==> src/hw/rtl/lwq_pkg.sv <==
package lwq_pkg;

  localparam int unsigned PROB_ONE = 65536;
  localparam int unsigned DENOM    = 196608;  // 3 * 65536
  localparam int unsigned RECIP3   = 683;     // ceil(2^11 / 3)

  localparam int VALUE_W = 32;
  localparam int PIDX_W  = 2;
  localparam int CFG_IDX_W  = 3;
  localparam int CFG_DATA_W = 64;
  localparam int LAG_W    = 6;
  localparam int WEIGHT_W = 16;
  localparam int PROB_W   = 17;
  localparam int REM_W    = 18;
  localparam int NUM_W    = 21;
  localparam int CNT_W    = 3;
  localparam int NREG_PROB = 4;

  typedef enum logic [CFG_IDX_W-1:0] {
    REG_TAP_COUNT    = 3'd0,
    REG_LAG_WORDS    = 3'd1,
    REG_WEIGHT_WORDS = 3'd2,
    REG_PROB_COUNT   = 3'd3,
    REG_PROB_0       = 3'd4,
    REG_PROB_1       = 3'd5,
    REG_PROB_2       = 3'd6,
    REG_PROB_3       = 3'd7
  } reg_idx_e;

endpackage

==> src/hw/rtl/lwq_in_if.sv <==
interface lwq_in_if #(
  parameter int SampleBits = 16
) ();
  logic                         valid;
  logic                         ready;
  logic signed [SampleBits-1:0] sample;

  modport source (output valid, output sample, input ready);
  modport sink   (input valid, input sample, output ready);
endinterface

==> src/hw/rtl/lwq_out_if.sv <==
interface lwq_out_if import lwq_pkg::*; ();
  logic                      valid;
  logic                      ready;
  logic signed [VALUE_W-1:0] quantile_value;
  logic                      available;
  logic [PIDX_W-1:0]         prob_index;
  logic                      last;

  modport source (output valid, output quantile_value, output available,
                  output prob_index, output last, input ready);
  modport sink   (input valid, input quantile_value, input available,
                  input prob_index, input last, output ready);
endinterface

==> src/hw/rtl/lagged_weighted_quantile_top.sv <==
// Sequence: with history, each active tap is read, weighted and written back, the taps are
//   sorted, and each result is interpolated, divided by three bytewise, summed and presented;
//   without history, each result is presented as unavailable with no computation.
// Throughput: one sample at a time; input is ready again in the cycle after the last word leaves.
//   Tap weighting and interpolation products share one multiplier; the delay line is one RAM read port.
// Reset: registers take their documented defaults, history count and pointer clear;
//   the delay line is not cleared, since missing history forces unavailable results.
module lagged_weighted_quantile_top import lwq_pkg::*; #(
  parameter int TAPS        = 4,
  parameter int MAX_LAG     = 64,
  parameter int PROBS       = 4,
  parameter int SAMPLE_BITS = 16
) (
  input  logic                  clk_i,
  input  logic                  rst_ni,
  lwq_in_if.sink                in_ch,
  lwq_out_if.source             out_ch,
  input  logic                  cfg_we_i,
  input  logic [CFG_IDX_W-1:0]  cfg_index_i,
  input  logic [CFG_DATA_W-1:0] cfg_data_i
);

  localparam int PW  = SAMPLE_BITS + WEIGHT_W;
  localparam int MA  = PW + 1;
  localparam int MB  = REM_W + 1;
  localparam int MW  = MA + MB;
  localparam int NCH = (PW + 2 + 7) / 8;
  localparam int YW  = NCH * 8;
  localparam int XW  = (PW > VALUE_W) ? PW : VALUE_W;
  localparam int AW  = $clog2(MAX_LAG);
  localparam int SW  = $clog2(MAX_LAG + 1);
  localparam int TIW = (TAPS > 1) ? $clog2(TAPS) : 1;
  localparam int PIW = (PROBS > 1) ? $clog2(PROBS) : 1;
  localparam int DCW = (NCH > 1) ? $clog2(NCH) : 1;

  localparam logic [3:0] ST_IDLE = 4'd0;
  localparam logic [3:0] ST_RD   = 4'd1;
  localparam logic [3:0] ST_MUL  = 4'd2;
  localparam logic [3:0] ST_WB   = 4'd3;
  localparam logic [3:0] ST_SORT = 4'd4;
  localparam logic [3:0] ST_QSET = 4'd5;
  localparam logic [3:0] ST_QMUL = 4'd6;
  localparam logic [3:0] ST_DLD  = 4'd7;
  localparam logic [3:0] ST_DIV  = 4'd8;
  localparam logic [3:0] ST_SUM  = 4'd9;
  localparam logic [3:0] ST_OUT  = 4'd10;

  localparam logic signed [PW-1:0] PAD_MAX = {1'b0, {(PW-1){1'b1}}};

  // configuration
  logic [CNT_W-1:0]    tap_count_q;
  logic [4*LAG_W-1:0]  lag_words_q;
  logic [63:0]         weight_words_q;
  logic [CNT_W-1:0]    prob_count_q;
  logic [PROB_W-1:0]   prob_q [NREG_PROB];

  always_ff @(posedge clk_i or negedge rst_ni) begin
    if (!rst_ni) begin
      tap_count_q    <= CNT_W'(4);
      lag_words_q    <= '0;
      weight_words_q <= 64'h0100_0100_0100_0100;
      prob_count_q   <= CNT_W'(1);
      prob_q[0]      <= PROB_W'(32768);
      prob_q[1]      <= '0;
      prob_q[2]      <= '0;
      prob_q[3]      <= '0;
    end else if (cfg_we_i) begin
      case (reg_idx_e'(cfg_index_i))
        REG_TAP_COUNT:    tap_count_q    <= cfg_data_i[CNT_W-1:0];
        REG_LAG_WORDS:    lag_words_q    <= cfg_data_i[4*LAG_W-1:0];
        REG_WEIGHT_WORDS: weight_words_q <= cfg_data_i;
        REG_PROB_COUNT:   prob_count_q   <= cfg_data_i[CNT_W-1:0];
        REG_PROB_0:       prob_q[0]      <= cfg_data_i[PROB_W-1:0];
        REG_PROB_1:       prob_q[1]      <= cfg_data_i[PROB_W-1:0];
        REG_PROB_2:       prob_q[2]      <= cfg_data_i[PROB_W-1:0];
        REG_PROB_3:       prob_q[3]      <= cfg_data_i[PROB_W-1:0];
        default: ;
      endcase
    end
  end

  // control and data registers
  logic [3:0]             state_q, state_d;
  logic [AW-1:0]          wp_q, wp_d;
  logic [SW-1:0]          seen_q, seen_d;
  logic [TIW-1:0]         k_q, k_d;
  logic [TIW-1:0]         n_m1_q, n_m1_d;
  logic [CNT_W-1:0]       n_q, n_d;
  logic [TIW-1:0]         sidx_q, sidx_d;
  logic [TIW-1:0]         spass_q, spass_d;
  logic [PIW-1:0]         i_q, i_d;
  logic [PIW-1:0]         np_m1_q, np_m1_d;
  logic [DCW-1:0]         dcnt_q, dcnt_d;
  logic                   avail_q, avail_d;
  logic signed [PW-1:0]   v_q [TAPS];
  logic signed [PW-1:0]   v_d [TAPS];
  logic signed [PW-1:0]   a_q, a_d;
  logic [PW-1:0]          diff_q, diff_d;
  logic [REM_W-1:0]       rem_q, rem_d;
  logic [YW-1:0]          y_q, y_d;
  logic [YW-1:0]          quot_q, quot_d;
  logic [1:0]             r_q, r_d;
  logic [VALUE_W-1:0]     out_val_q, out_val_d;

  // shared datapath signals
  logic [SAMPLE_BITS-1:0] rdata;
  logic [AW-1:0]          raddr;
  logic signed [MA-1:0]   mul_a;
  logic signed [MB-1:0]   mul_b;
  logic signed [MW-1:0]   prod;
  logic                   in_acc;

  assign in_acc = in_ch.valid && in_ch.ready;

  lwq_ram #(
    .Width (SAMPLE_BITS),
    .Depth (MAX_LAG)
  ) u_lwq_ram (
    .clk_i   (clk_i),
    .we_i    (in_acc),
    .waddr_i (wp_q),
    .wdata_i (in_ch.sample),
    .raddr_i (raddr),
    .rdata_o (rdata)
  );

  lwq_mul #(
    .AWidth (MA),
    .BWidth (MB)
  ) u_lwq_mul (
    .clk_i (clk_i),
    .a_i   (mul_a),
    .b_i   (mul_b),
    .p_o   (prod)
  );

  // tap lag lookup and active counts
  logic [LAG_W-1:0] lag_sat [4];
  logic [LAG_W-1:0] maxlag;
  logic [CNT_W-1:0] n_cl;
  logic [CNT_W-1:0] np_cl;

  always_comb begin
    n_cl = tap_count_q;
    if (tap_count_q == '0) n_cl = CNT_W'(1);
    else if (tap_count_q > CNT_W'(TAPS)) n_cl = CNT_W'(TAPS);
    np_cl = prob_count_q;
    if (prob_count_q == '0) np_cl = CNT_W'(1);
    else if (prob_count_q > CNT_W'(PROBS)) np_cl = CNT_W'(PROBS);
    maxlag = '0;
    for (int t = 0; t < 4; t++) begin
      lag_sat[t] = lag_words_q[LAG_W*t +: LAG_W];
      if (lag_sat[t] > LAG_W'(MAX_LAG - 1)) lag_sat[t] = LAG_W'(MAX_LAG - 1);
      if ((CNT_W'(t) < n_cl) && (lag_sat[t] > maxlag)) maxlag = lag_sat[t];
    end
  end

  logic [LAG_W-1:0] cur_lag;
  logic [AW-1:0]    cur_lag_a;

  always_comb begin
    cur_lag   = lag_sat[2'(k_q)];
    cur_lag_a = cur_lag[AW-1:0];
    if (wp_q >= cur_lag_a) raddr = wp_q - cur_lag_a;
    else raddr = AW'((AW+1)'(wp_q) + (AW+1)'(MAX_LAG) - (AW+1)'(cur_lag_a));
  end

  // interpolation setup for the current probability
  logic [PROB_W-1:0] p_sat;
  logic [3:0]        coef;
  logic [NUM_W-1:0]  num;
  logic [2:0]        jj;
  logic [2:0]        ia, ib;
  logic [NUM_W-1:0]  jbase;

  always_comb begin
    p_sat = prob_q[2'(i_q)];
    if (p_sat > PROB_W'(PROB_ONE)) p_sat = PROB_W'(PROB_ONE);
    coef = 4'(3 * n_q) + 4'd1;
    num  = NUM_W'(p_sat) * NUM_W'(coef) + NUM_W'(PROB_ONE);
    jj   = '0;
    for (int t = 1; t <= 4; t++) begin
      if (num >= NUM_W'(t * DENOM)) jj = 3'(t);
    end
    case (jj)
      3'd1:    jbase = NUM_W'(DENOM);
      3'd2:    jbase = NUM_W'(2 * DENOM);
      3'd3:    jbase = NUM_W'(3 * DENOM);
      3'd4:    jbase = NUM_W'(4 * DENOM);
      default: jbase = '0;
    endcase
    ia = (jj == '0) ? 3'd0 : jj - 3'd1;
    if (ia > 3'(n_m1_q)) ia = 3'(n_m1_q);
    ib = jj;
    if (ib > 3'(n_m1_q)) ib = 3'(n_m1_q);
  end

  // divide-by-three digit step, one byte per cycle
  logic [9:0]  dt;
  logic [20:0] dprod;
  logic [7:0]  dq;
  logic [9:0]  dr;

  always_comb begin
    dt    = {r_q, y_q[YW-1 -: 8]};
    dprod = 21'(dt) * 21'(RECIP3);
    dq    = dprod[18:11];
    dr    = dt - 10'(3 * dq);
  end

  always_comb begin
    mul_a = MA'(signed'(rdata));
    mul_b = MB'(signed'(weight_words_q[WEIGHT_W*2'(k_q) +: WEIGHT_W]));
    if (state_q == ST_QMUL) begin
      mul_a = signed'({1'b0, diff_q});
      mul_b = signed'({1'b0, rem_q});
    end
  end

  always_comb begin
    state_d   = state_q;
    wp_d      = wp_q;
    seen_d    = seen_q;
    k_d       = k_q;
    n_m1_d    = n_m1_q;
    n_d       = n_q;
    sidx_d    = sidx_q;
    spass_d   = spass_q;
    i_d       = i_q;
    np_m1_d   = np_m1_q;
    dcnt_d    = dcnt_q;
    avail_d   = avail_q;
    v_d       = v_q;
    a_d       = a_q;
    diff_d    = diff_q;
    rem_d     = rem_q;
    y_d       = y_q;
    quot_d    = quot_q;
    r_d       = r_q;
    out_val_d = out_val_q;

    case (state_q)
      ST_IDLE: begin
        if (in_acc) begin
          n_d     = n_cl;
          n_m1_d  = TIW'(n_cl - CNT_W'(1));
          np_m1_d = PIW'(np_cl - CNT_W'(1));
          avail_d = (7'(seen_q) >= 7'(maxlag));
          k_d     = '0;
          i_d     = '0;
          for (int t = 0; t < TAPS; t++) v_d[t] = PAD_MAX;
          out_val_d = '0;
          state_d = (7'(seen_q) >= 7'(maxlag)) ? ST_RD : ST_OUT;
        end
      end
      ST_RD:  state_d = ST_MUL;
      ST_MUL: state_d = ST_WB;
      ST_WB: begin
        v_d[k_q] = prod[PW-1:0];
        if (k_q == n_m1_q) begin
          sidx_d  = '0;
          spass_d = '0;
          state_d = (TAPS > 1) ? ST_SORT : ST_QSET;
        end else begin
          k_d     = k_q + TIW'(1);
          state_d = ST_RD;
        end
      end
      ST_SORT: begin
        // padded entries hold the maximum, so the full bubble over TAPS is safe
        if (v_q[sidx_q] > v_q[TIW'(sidx_q + TIW'(1))]) begin
          v_d[sidx_q]                  = v_q[TIW'(sidx_q + TIW'(1))];
          v_d[TIW'(sidx_q + TIW'(1))] = v_q[sidx_q];
        end
        if (sidx_q == TIW'(TAPS - 2)) begin
          sidx_d = '0;
          if (spass_q == TIW'(TAPS - 2)) state_d = ST_QSET;
          else spass_d = spass_q + TIW'(1);
        end else begin
          sidx_d = sidx_q + TIW'(1);
        end
      end
      ST_QSET: begin
        a_d     = v_q[TIW'(ia)];
        diff_d  = PW'(v_q[TIW'(ib)] - v_q[TIW'(ia)]);
        rem_d   = REM_W'(num - jbase);
        state_d = ST_QMUL;
      end
      ST_QMUL: state_d = ST_DLD;
      ST_DLD: begin
        // drop the 2^16 part of the denominator here; the divide by three follows
        y_d     = YW'(prod[PW+17:16]);
        quot_d  = '0;
        r_d     = '0;
        dcnt_d  = DCW'(NCH - 1);
        state_d = ST_DIV;
      end
      ST_DIV: begin
        y_d    = y_q << 8;
        quot_d = {quot_q[YW-9:0], dq};
        r_d    = dr[1:0];
        if (dcnt_q == '0) state_d = ST_SUM;
        else dcnt_d = dcnt_q - DCW'(1);
      end
      ST_SUM: begin
        out_val_d = VALUE_W'(XW'(a_q) + XW'(quot_q));
        state_d   = ST_OUT;
      end
      ST_OUT: begin
        if (out_ch.ready) begin
          if (i_q == np_m1_q) begin
            wp_d    = (wp_q == AW'(MAX_LAG - 1)) ? '0 : wp_q + AW'(1);
            if (seen_q < SW'(MAX_LAG)) seen_d = seen_q + SW'(1);
            state_d = ST_IDLE;
          end else begin
            i_d     = i_q + PIW'(1);
            state_d = avail_q ? ST_QSET : ST_OUT;
          end
        end
      end
      default: state_d = ST_IDLE;
    endcase
  end

  always_ff @(posedge clk_i or negedge rst_ni) begin
    if (!rst_ni) begin
      state_q <= ST_IDLE;
      wp_q    <= '0;
      seen_q  <= '0;
      k_q     <= '0;
      n_m1_q  <= '0;
      n_q     <= CNT_W'(1);
      sidx_q  <= '0;
      spass_q <= '0;
      i_q     <= '0;
      np_m1_q <= '0;
      dcnt_q  <= '0;
      avail_q <= 1'b0;
    end else begin
      state_q <= state_d;
      wp_q    <= wp_d;
      seen_q  <= seen_d;
      k_q     <= k_d;
      n_m1_q  <= n_m1_d;
      n_q     <= n_d;
      sidx_q  <= sidx_d;
      spass_q <= spass_d;
      i_q     <= i_d;
      np_m1_q <= np_m1_d;
      dcnt_q  <= dcnt_d;
      avail_q <= avail_d;
    end
  end

  always_ff @(posedge clk_i) begin
    v_q       <= v_d;
    a_q       <= a_d;
    diff_q    <= diff_d;
    rem_q     <= rem_d;
    y_q       <= y_d;
    quot_q    <= quot_d;
    r_q       <= r_d;
    out_val_q <= out_val_d;
  end

  assign in_ch.ready           = (state_q == ST_IDLE);
  assign out_ch.valid          = (state_q == ST_OUT);
  assign out_ch.quantile_value = signed'(out_val_q);
  assign out_ch.available      = avail_q;
  assign out_ch.prob_index     = PIDX_W'(i_q);
  assign out_ch.last           = (i_q == np_m1_q);

endmodule

==> src/hw/rtl/lwq_ram.sv <==
module lwq_ram #(
  parameter int Width = 16,
  parameter int Depth = 64
) (
  input  logic                     clk_i,
  input  logic                     we_i,
  input  logic [$clog2(Depth)-1:0] waddr_i,
  input  logic [Width-1:0]         wdata_i,
  input  logic [$clog2(Depth)-1:0] raddr_i,
  output logic [Width-1:0]         rdata_o
);

  logic [Width-1:0] mem_q [Depth];
  logic [Width-1:0] rdata_q;

  always_ff @(posedge clk_i) begin
    if (we_i) begin
      mem_q[waddr_i] <= wdata_i;
    end
    rdata_q <= mem_q[raddr_i];
  end

  assign rdata_o = rdata_q;

endmodule

==> src/hw/rtl/lwq_mul.sv <==
module lwq_mul #(
  parameter int AWidth = 17,
  parameter int BWidth = 19
) (
  input  logic                            clk_i,
  input  logic signed [AWidth-1:0]        a_i,
  input  logic signed [BWidth-1:0]        b_i,
  output logic signed [AWidth+BWidth-1:0] p_o
);

  logic signed [AWidth+BWidth-1:0] p_q;

  always_ff @(posedge clk_i) begin
    p_q <= a_i * b_i;
  end

  assign p_o = p_q;

endmodule

==> src/flat_wrapper.sv <==
// flat-port wrapper written by rule: the top's interface ports become plain ports
module lagged_weighted_quantile_top_flat import lwq_pkg::*;
#(
  parameter int TAPS        = 4,
  parameter int MAX_LAG     = 64,
  parameter int PROBS       = 4,
  parameter int SAMPLE_BITS = 16
)
  (clk_i, rst_ni, cfg_we_i, cfg_index_i, cfg_data_i, in_ch_valid, in_ch_sample, in_ch_ready, out_ch_valid, out_ch_quantile_value, out_ch_available, out_ch_prob_index, out_ch_last, out_ch_ready);
  lwq_in_if in_ch_i ();
  lwq_out_if out_ch_i ();
  input  logic clk_i;
  input  logic rst_ni;
  input  logic cfg_we_i;
  input  logic [CFG_IDX_W-1:0] cfg_index_i;
  input  logic [CFG_DATA_W-1:0] cfg_data_i;
  input wire logic [$bits(in_ch_i.valid)-1:0] in_ch_valid;
  input wire logic [$bits(in_ch_i.sample)-1:0] in_ch_sample;
  output wire logic [$bits(in_ch_i.ready)-1:0] in_ch_ready;
  output wire logic [$bits(out_ch_i.valid)-1:0] out_ch_valid;
  output wire logic [$bits(out_ch_i.quantile_value)-1:0] out_ch_quantile_value;
  output wire logic [$bits(out_ch_i.available)-1:0] out_ch_available;
  output wire logic [$bits(out_ch_i.prob_index)-1:0] out_ch_prob_index;
  output wire logic [$bits(out_ch_i.last)-1:0] out_ch_last;
  input wire logic [$bits(out_ch_i.ready)-1:0] out_ch_ready;
  assign in_ch_i.valid = in_ch_valid;
  assign in_ch_i.sample = in_ch_sample;
  assign in_ch_ready = in_ch_i.ready;
  assign out_ch_valid = out_ch_i.valid;
  assign out_ch_quantile_value = out_ch_i.quantile_value;
  assign out_ch_available = out_ch_i.available;
  assign out_ch_prob_index = out_ch_i.prob_index;
  assign out_ch_last = out_ch_i.last;
  assign out_ch_i.ready = out_ch_ready;
  lagged_weighted_quantile_top #(.TAPS(TAPS), .MAX_LAG(MAX_LAG), .PROBS(PROBS), .SAMPLE_BITS(SAMPLE_BITS)) u_core (.clk_i(clk_i), .rst_ni(rst_ni), .in_ch(in_ch_i), .out_ch(out_ch_i), .cfg_we_i(cfg_we_i), .cfg_index_i(cfg_index_i), .cfg_data_i(cfg_data_i));
endmodule
==> config.mk <==
export PLATFORM = sky130hd
export DESIGN_NAME = lagged_weighted_quantile_top_flat
export DESIGN_NICKNAME = d
export VERILOG_FILES = /design/src/hw/rtl/lwq_pkg.sv /design/src/hw/rtl/lwq_in_if.sv /design/src/hw/rtl/lwq_out_if.sv /design/src/hw/rtl/lagged_weighted_quantile_top.sv /design/src/hw/rtl/lwq_ram.sv /design/src/hw/rtl/lwq_mul.sv /design/src/flat_wrapper.sv
export SDC_FILE = /design/constraint.sdc
export NUM_CORES = 2
export LEC_CHECK = 0
export ABC_AREA = 1
export BUFFER_PORTS_ARGS = -buffer_cell sky130_fd_sc_hd__buf_2
export CORE_UTILIZATION = 45
export CTS_BUF_LIST = sky130_fd_sc_hd__clkbuf_4
export DETAILED_ROUTE_END_ITERATION = 10
export RECOVER_POWER = 50
export SYNTH_ARGS = -nofsm -noshare
export SYNTH_HDL_FRONTEND = slang
export SYNTH_HIERARCHICAL = 1
export SYNTH_SLANG_ARGS = --single-unit
==> constraint.sdc <==
create_clock -name clk_i -period 28.5 [get_ports clk_i]
set_clock_uncertainty 0.15 [all_clocks]
set_input_delay 4.275 -clock clk_i [delete_from_list [all_inputs] [get_ports clk_i]]
set_output_delay 4.275 -clock clk_i [all_outputs]
set_load 0.05 [all_outputs]
Word-level counts from Yosys, hierarchy flattened --
Memories as Yosys holds them, arrays and structs flattened. A register that Yosys moved wholly into a read port is not among the register bits. Cells that the tools add are included. W data, S select, Z words.
Word-level totals: register bits after elaboration 564, RAM bits 1024, input port bits 88, output and inout port bits 38, logic and storage cells 260, memories 1
Memory list:
- u_core.u_lwq_ram.mem_q | depth 64, width 16, rd ports 1, clocked after Yosys merged registers in 1, write ports 1, RTL line lwq_ram.sv:13 | logic [Width-1:0] mem_q [Depth];
Operators by class: $add $sub $neg 19, multiply operators 5, magnitude comparators 34, eq/ne operators 37, shift operators 1, muxes and demuxes 86, bitwise logic cells 6, reduce and logical (&&, ||, !) cells 39
Operator list (number):
- $bwmux W128 | 3
- $mux W32 | 12
- $pmux W128 S3 | 1
- $bmux W32 S2 | 4
- $mux W128 | 2
- $demux W32 S2 | 3
- $pmux W32 S2 | 2
- $pmux W40 S2 | 1
- $mux W6 | 12
- $pmux W18 S4 | 1
- $shiftx A64 B7 Y16 | 1
- $mux W17 | 3
- $mul A33 B19 Y50 | 1
- $pmux W4 S11 | 1
- $ge A21 B20 Y1 const B | 2
- $bmux W17 S2 | 1
- $mux W33 | 1
- $add A32 B32 Y32 | 1
- $gt A32 B32 Y1 | 1
- $mux W4 | 8
- $sub A32 B32 Y32 | 1
- $mux W2 | 14
- $gt A6 B6 Y1 const B | 4
- $reduce_and A2 Y1 | 12
- 55 further kinds | 135

Logic depth before layout (Yosys ltp) --
depth in word-level cells 22, depth in mapped cells 59, mapped depth without buffers 56

By module --
Netlist, hierarchy kept.
Modules (own cells, without submodules):
- lwq_ram | instances 1, cells each 3518, area an instance 42091.6 sq um
- lagged_weighted_quantile_top | instances 1, cells each 4983, area an instance 38131.6 sq um
- lwq_mul | instances 1, cells each 3248, area an instance 24730.0 sq um

Least setup slack after synthesis --
No wires, ideal clock.
path type input port to flip-flop, from input port in_ch_valid, to register u_core/v_q[0] (netlist name), enable pin, arrival 10760 ps, path slack 16932 ps, stages on the path 6, path buffers 0, path through nor2_1 -> inv_1 -> o21ai_0 -> inv_1 -> nor2_1 -> a21oi_1
Between the ends: word-level cells in the longest chain between the ends 3
Ends and longest elaborated chain:
- from (decl) | RTL line flat_wrapper.sv:17 | input wire logic [$bits(in_ch_i.valid)-1:0] in_ch_valid;
- $logic_and A1 B1 Y1 | RTL line lagged_weighted_quantile_top.sv:113 | assign in_acc = in_ch.valid && in_ch.ready;
- $ne A2 B2 Y1 (no source line)
- $reduce_and A3 Y1 (no source line)
- to (signal assigned) | RTL line lagged_weighted_quantile_top.sv:356 | v_q <= v_d;
- to (decl) | RTL line lagged_weighted_quantile_top.sv:95 | logic signed [PW-1:0] v_q [TAPS];
Every way passes these cells. A chain may end at the register's enable or synchronous reset.

Worst setup path in the final report --
from register u_core.i_q[1] (netlist: u_core/out_ch.prob_index[1]), to register u_core.diff_q[24], data pin
Between the ends: word-level cells in the longest chain between the ends 22, elaborated cells between the ends (all ways) 32
Ends and longest elaborated chain:
- from (decl) | RTL line lagged_weighted_quantile_top.sv:91 | logic [PIW-1:0] i_q, i_d;
- from (signal assigned) | RTL line lagged_weighted_quantile_top.sv:348 | i_q <= i_d;
- $not A2 Y3 (implied by the code) * | RTL line lagged_weighted_quantile_top.sv:177 | p_sat = prob_q[2'(i_q)];
- $bmux W17 S2 * | RTL line lagged_weighted_quantile_top.sv:177
- $mux W17 (implied by the code) * (2 in series) | RTL line lagged_weighted_quantile_top.sv:177
- $gt A17 B17 Y1 | RTL line lagged_weighted_quantile_top.sv:178 | if (p_sat > PROB_W'(PROB_ONE)) p_sat = PROB_W'(PROB_ONE);
- $mux W17 * | RTL line lagged_weighted_quantile_top.sv:178
- $mul A17 B4 Y21 * | RTL line lagged_weighted_quantile_top.sv:180 | num = NUM_W'(p_sat) * NUM_W'(coef) + NUM_W'(PROB_ONE);
- $add A21 B17 Y21 * | RTL line lagged_weighted_quantile_top.sv:180
- $ge A21 B18 Y1 | RTL line lagged_weighted_quantile_top.sv:183 | if (num >= NUM_W'(t * DENOM)) jj = 3'(t);
- [... 4 more ...]
- $sub A3 B1 Y3 / $logic_not A3 Y1 (equally long branches) | RTL line lagged_weighted_quantile_top.sv:192 | ia = (jj == '0) ? 3'd0 : jj - 3'd1;
- $mux W3 | RTL line lagged_weighted_quantile_top.sv:192
- $gt A3 B2 Y1 | RTL line lagged_weighted_quantile_top.sv:193 | if (ia > 3'(n_m1_q)) ia = 3'(n_m1_q);
- $mux W2 | RTL line lagged_weighted_quantile_top.sv:193
- $not A2 Y3 (implied by the code) | RTL line lagged_weighted_quantile_top.sv:285 | diff_d = PW'(v_q[TIW'(ib)] - v_q[TIW'(ia)]);
- $bmux W32 S2 | RTL line lagged_weighted_quantile_top.sv:285
- $mux W32 (implied by the code) (2 in series) | RTL line lagged_weighted_quantile_top.sv:285
- $sub A32 B32 Y32 * | RTL line lagged_weighted_quantile_top.sv:285
- to (signal assigned) | RTL line lagged_weighted_quantile_top.sv:358 | diff_q <= diff_d;
- to (decl) | RTL line lagged_weighted_quantile_top.sv:98 | logic [PW-1:0] diff_q, diff_d;
Every way passes the cells marked *; elsewhere a longest branch is shown, timed or not. The select of a mux whose other input is x is not followed.

==> metrics.md <==
| Metric | Value |
|---|---|
| Worst-case clock buffer depth | `4` |
| # DRC | `0` |
| Pin count of the biggest net entering global routing | `169` |
| Critical path arrival | `13.20 ns` |
| Hold/Removal Path Class | `flop to flop` |
| DRT Pass-1 Iters | `8` |
| CP max stage delay | `0.86 ns` |
| CP endpoint kind | `flop` |
| Initial antenna violation count | `11` |
| Die H | `483.5 µm` |
| Buf+Inv Stages, Crit Path | `5` |
| Worst path depth | `50` |
| Final Hold Fails | `0` |
| # IOs | `126` |
| CP most frequent cell | `nand2_1` |
| Post-DRT Antenna Nets | `0` |
| Reg2reg end | `u_core/diff_q[24]` |
| TritonCTS Buffers | `444` |
| R2r setup slk | `16.18 ns` |
| Cell row count | `176` |
| Share of post-route cells with drive strength above 1 | `0.1021` |
| CP max FO | `107` |
| Synth Instances | `11640` |
| Initial core utilization | `0.4534` |
| Outcome | `complete, but fails checks` |
| Syn Nets | `12770` |
| Clock transition at path regs | `0.06 ns` |
| Unrepaired setup endpoints after global routing | `no` |
| Worst Setup Path Type | `flop to flop` |
| CTS tree | `built` |
| Worst path slowest cell | `buf_4` |
| Die area | `0.2338 mm²` |
| Total setup buffers inserted after CTS | `0` |
| CTS sink cnt | `1604` |
| FF-to-FF Start | `u_core/out_ch.prob_index[1]` |
| Routability Congestion | `0.9514` |
| Failing checks | `capacitance limit, slew limit` |
| Post-layout min period | `12.32 ns` |
| Slew @ Worst Pin | `4.180 ns` |
| Vias in the first global route | `82370` |
| CTS resizes | `0` |
| CP Launch Type | `flop` |
| Root Buffer | `clkbuf_4` |
| Post-Route WL | `324800 µm` |
| Total number of vias | `82800` |
| Required @ worst endpoint | `29.38 ns` |
| Hold Buf Count CTS | `0` |
| F_max | `81.16 MHz` |
| Routed vias/inst | `5.483` |
| GRT overflow | `0` |
| Syn avg cell area | `8.962 µm²` |
| Fillers | `21770` |
| Setup TNS | `0 ns` |
| Tot GR Track Use | `0.2756` |
| Max cap viols | `35` |
| Cell Area, Synth | `0.1043 mm²` |
| I/O Buffers | `125` |
| Area growth, synth to finish | `8.179%` |
| First-pass GRT wire length | `495500 µm` |
| Crit path to | `u_core/diff_q[24]` |
| Delay-heaviest family, CP | `compound AO/OA/AOI/OAI gates` |
| Hpwl dp | `216600 µm` |
| Worst hold slack | `0.3312 ns` |
| Skew-Pair Late Insertion Delay | `1.43 ns` |
| Fin. max-slew vios | `1876` |
| Slew HR | `-1.787` |
| Nets | `12880` |
| Routed WL per cell | `21.50 µm` |
| R2R cell count | `50` |
| Tcrit/Tclk final | `0.4323` |
| Die Width | `483.5 µm` |
| H-tree levels | `5` |
| CORE AREA | `0.2301 mm²` |
| Final setup violation count | `0` |
| CP startpoint | `u_core/out_ch.prob_index[1]` |
| Synth warn | `6` |
| Initial DRC count | `7545` |
flip-flops by register name, summed over array words and instances (netlist names), 40 cells and up:
register / flops
u_core/prob_q: 68
u_core/u_lwq_ram/mem_q: 1024
u_core/weight_words_q: 64
u_core/u_lwq_mul/p_o: 50
u_core/y_q: 40
u_core/v_q: 128
cell type report:
class / count / area (µm²) / share of cell area
inverter: 1591 / 6015 / 0.05328
timing repair buffer: 322 / 1988 / 0.01761
sequential: 1604 / 46530 / 0.4122
clock inverter: 87 / 424.2 / 0.003758
clock buffer: 670 / 5030 / 0.04456
antenna: 14 / 35.03 / 0.0003104
tap: 3026 / 3786 / 0.03354
multi-input combinational: 7788 / 49070 / 0.4347
stage by stage:
stage | area, µm² | util | cells | setup WS [ns]
2_1_floorplan | 104300 | - | 11640 | 16.93
3_3_place_gp | 107600 | 0.4674 | 14330 | 16.50
3_5_place_dp | 107600 | 0.4674 | 14330 | 16.48
4_1_cts | 113000 | 0.4911 | 15090 | 16.32
5_1_grt | 112900 | 0.4905 | 15100 | 15.21
6_report | 112900 | 0.4905 | 15100 | 16.18
worst register-to-register path: cells and delay by family (launching register included):
family | cells | cell delay (ns)
DFF | 1 | 0.69
adders and majority gates | 7 | 2.70
AOI/OAI and AO/OA | 15 | 3.32
and+or+nand+nor | 22 | 3.09
buffers and inverters | 5 | 1.92
xor gates and xnor gates | 1 | 0.08
cell usage in the layout (no fill, tap or decap), drive strengths merged, types with 20 or more instances in the layout:
cell / count
xor2: 61
mux2: 41
a21oi: 679
nor3: 26
a32oi: 20
dfxtp: 66
o211ai: 48
xnor2: 34
nand2: 3159
o21a: 22
fa: 657
edfxtp: 1340
nor2: 519
clkinv: 86
a31oi: 27
o21ai: 857
nand3: 1117
nand4: 40
dfrtp: 190
ha: 382
inv: 1587
clkbuf: 713
buf: 279
layer usage:
metal,global-route usage,vias up,share of wire
li1,-,38450,-
met1,0.3648,40230,0.41
met5,0,-,0
met3,0.03915,721,0.070
met2,0.4464,3391,0.47
met4,0.1302,0,0.049
how the worst min path moves through the flow:
stage | cells after the start | slack, ns | end | startpoint
after floorplan | 2 | 0.29 | u_core/seen_q[6] | u_core/seen_q[6]
after global placement | 2 | 0.30 | u_core/seen_q[6] | u_core/seen_q[6]
after detailed placement | 2 | 0.32 | u_core/weight_words_q[22] | u_core/weight_words_q[22]
after CTS | 2 | 0.33 | u_core/weight_words_q[22] | u_core/weight_words_q[22]
after global routing | 2 | 0.35 | u_core/weight_words_q[22] | u_core/weight_words_q[22]
final | 2 | 0.33 | u_core/weight_words_q[17] | u_core/weight_words_q[17]
Power is left out: the tool's default activity adds up to more than one toggle a clock period on the data nets, which glitch-free logic cannot reach.
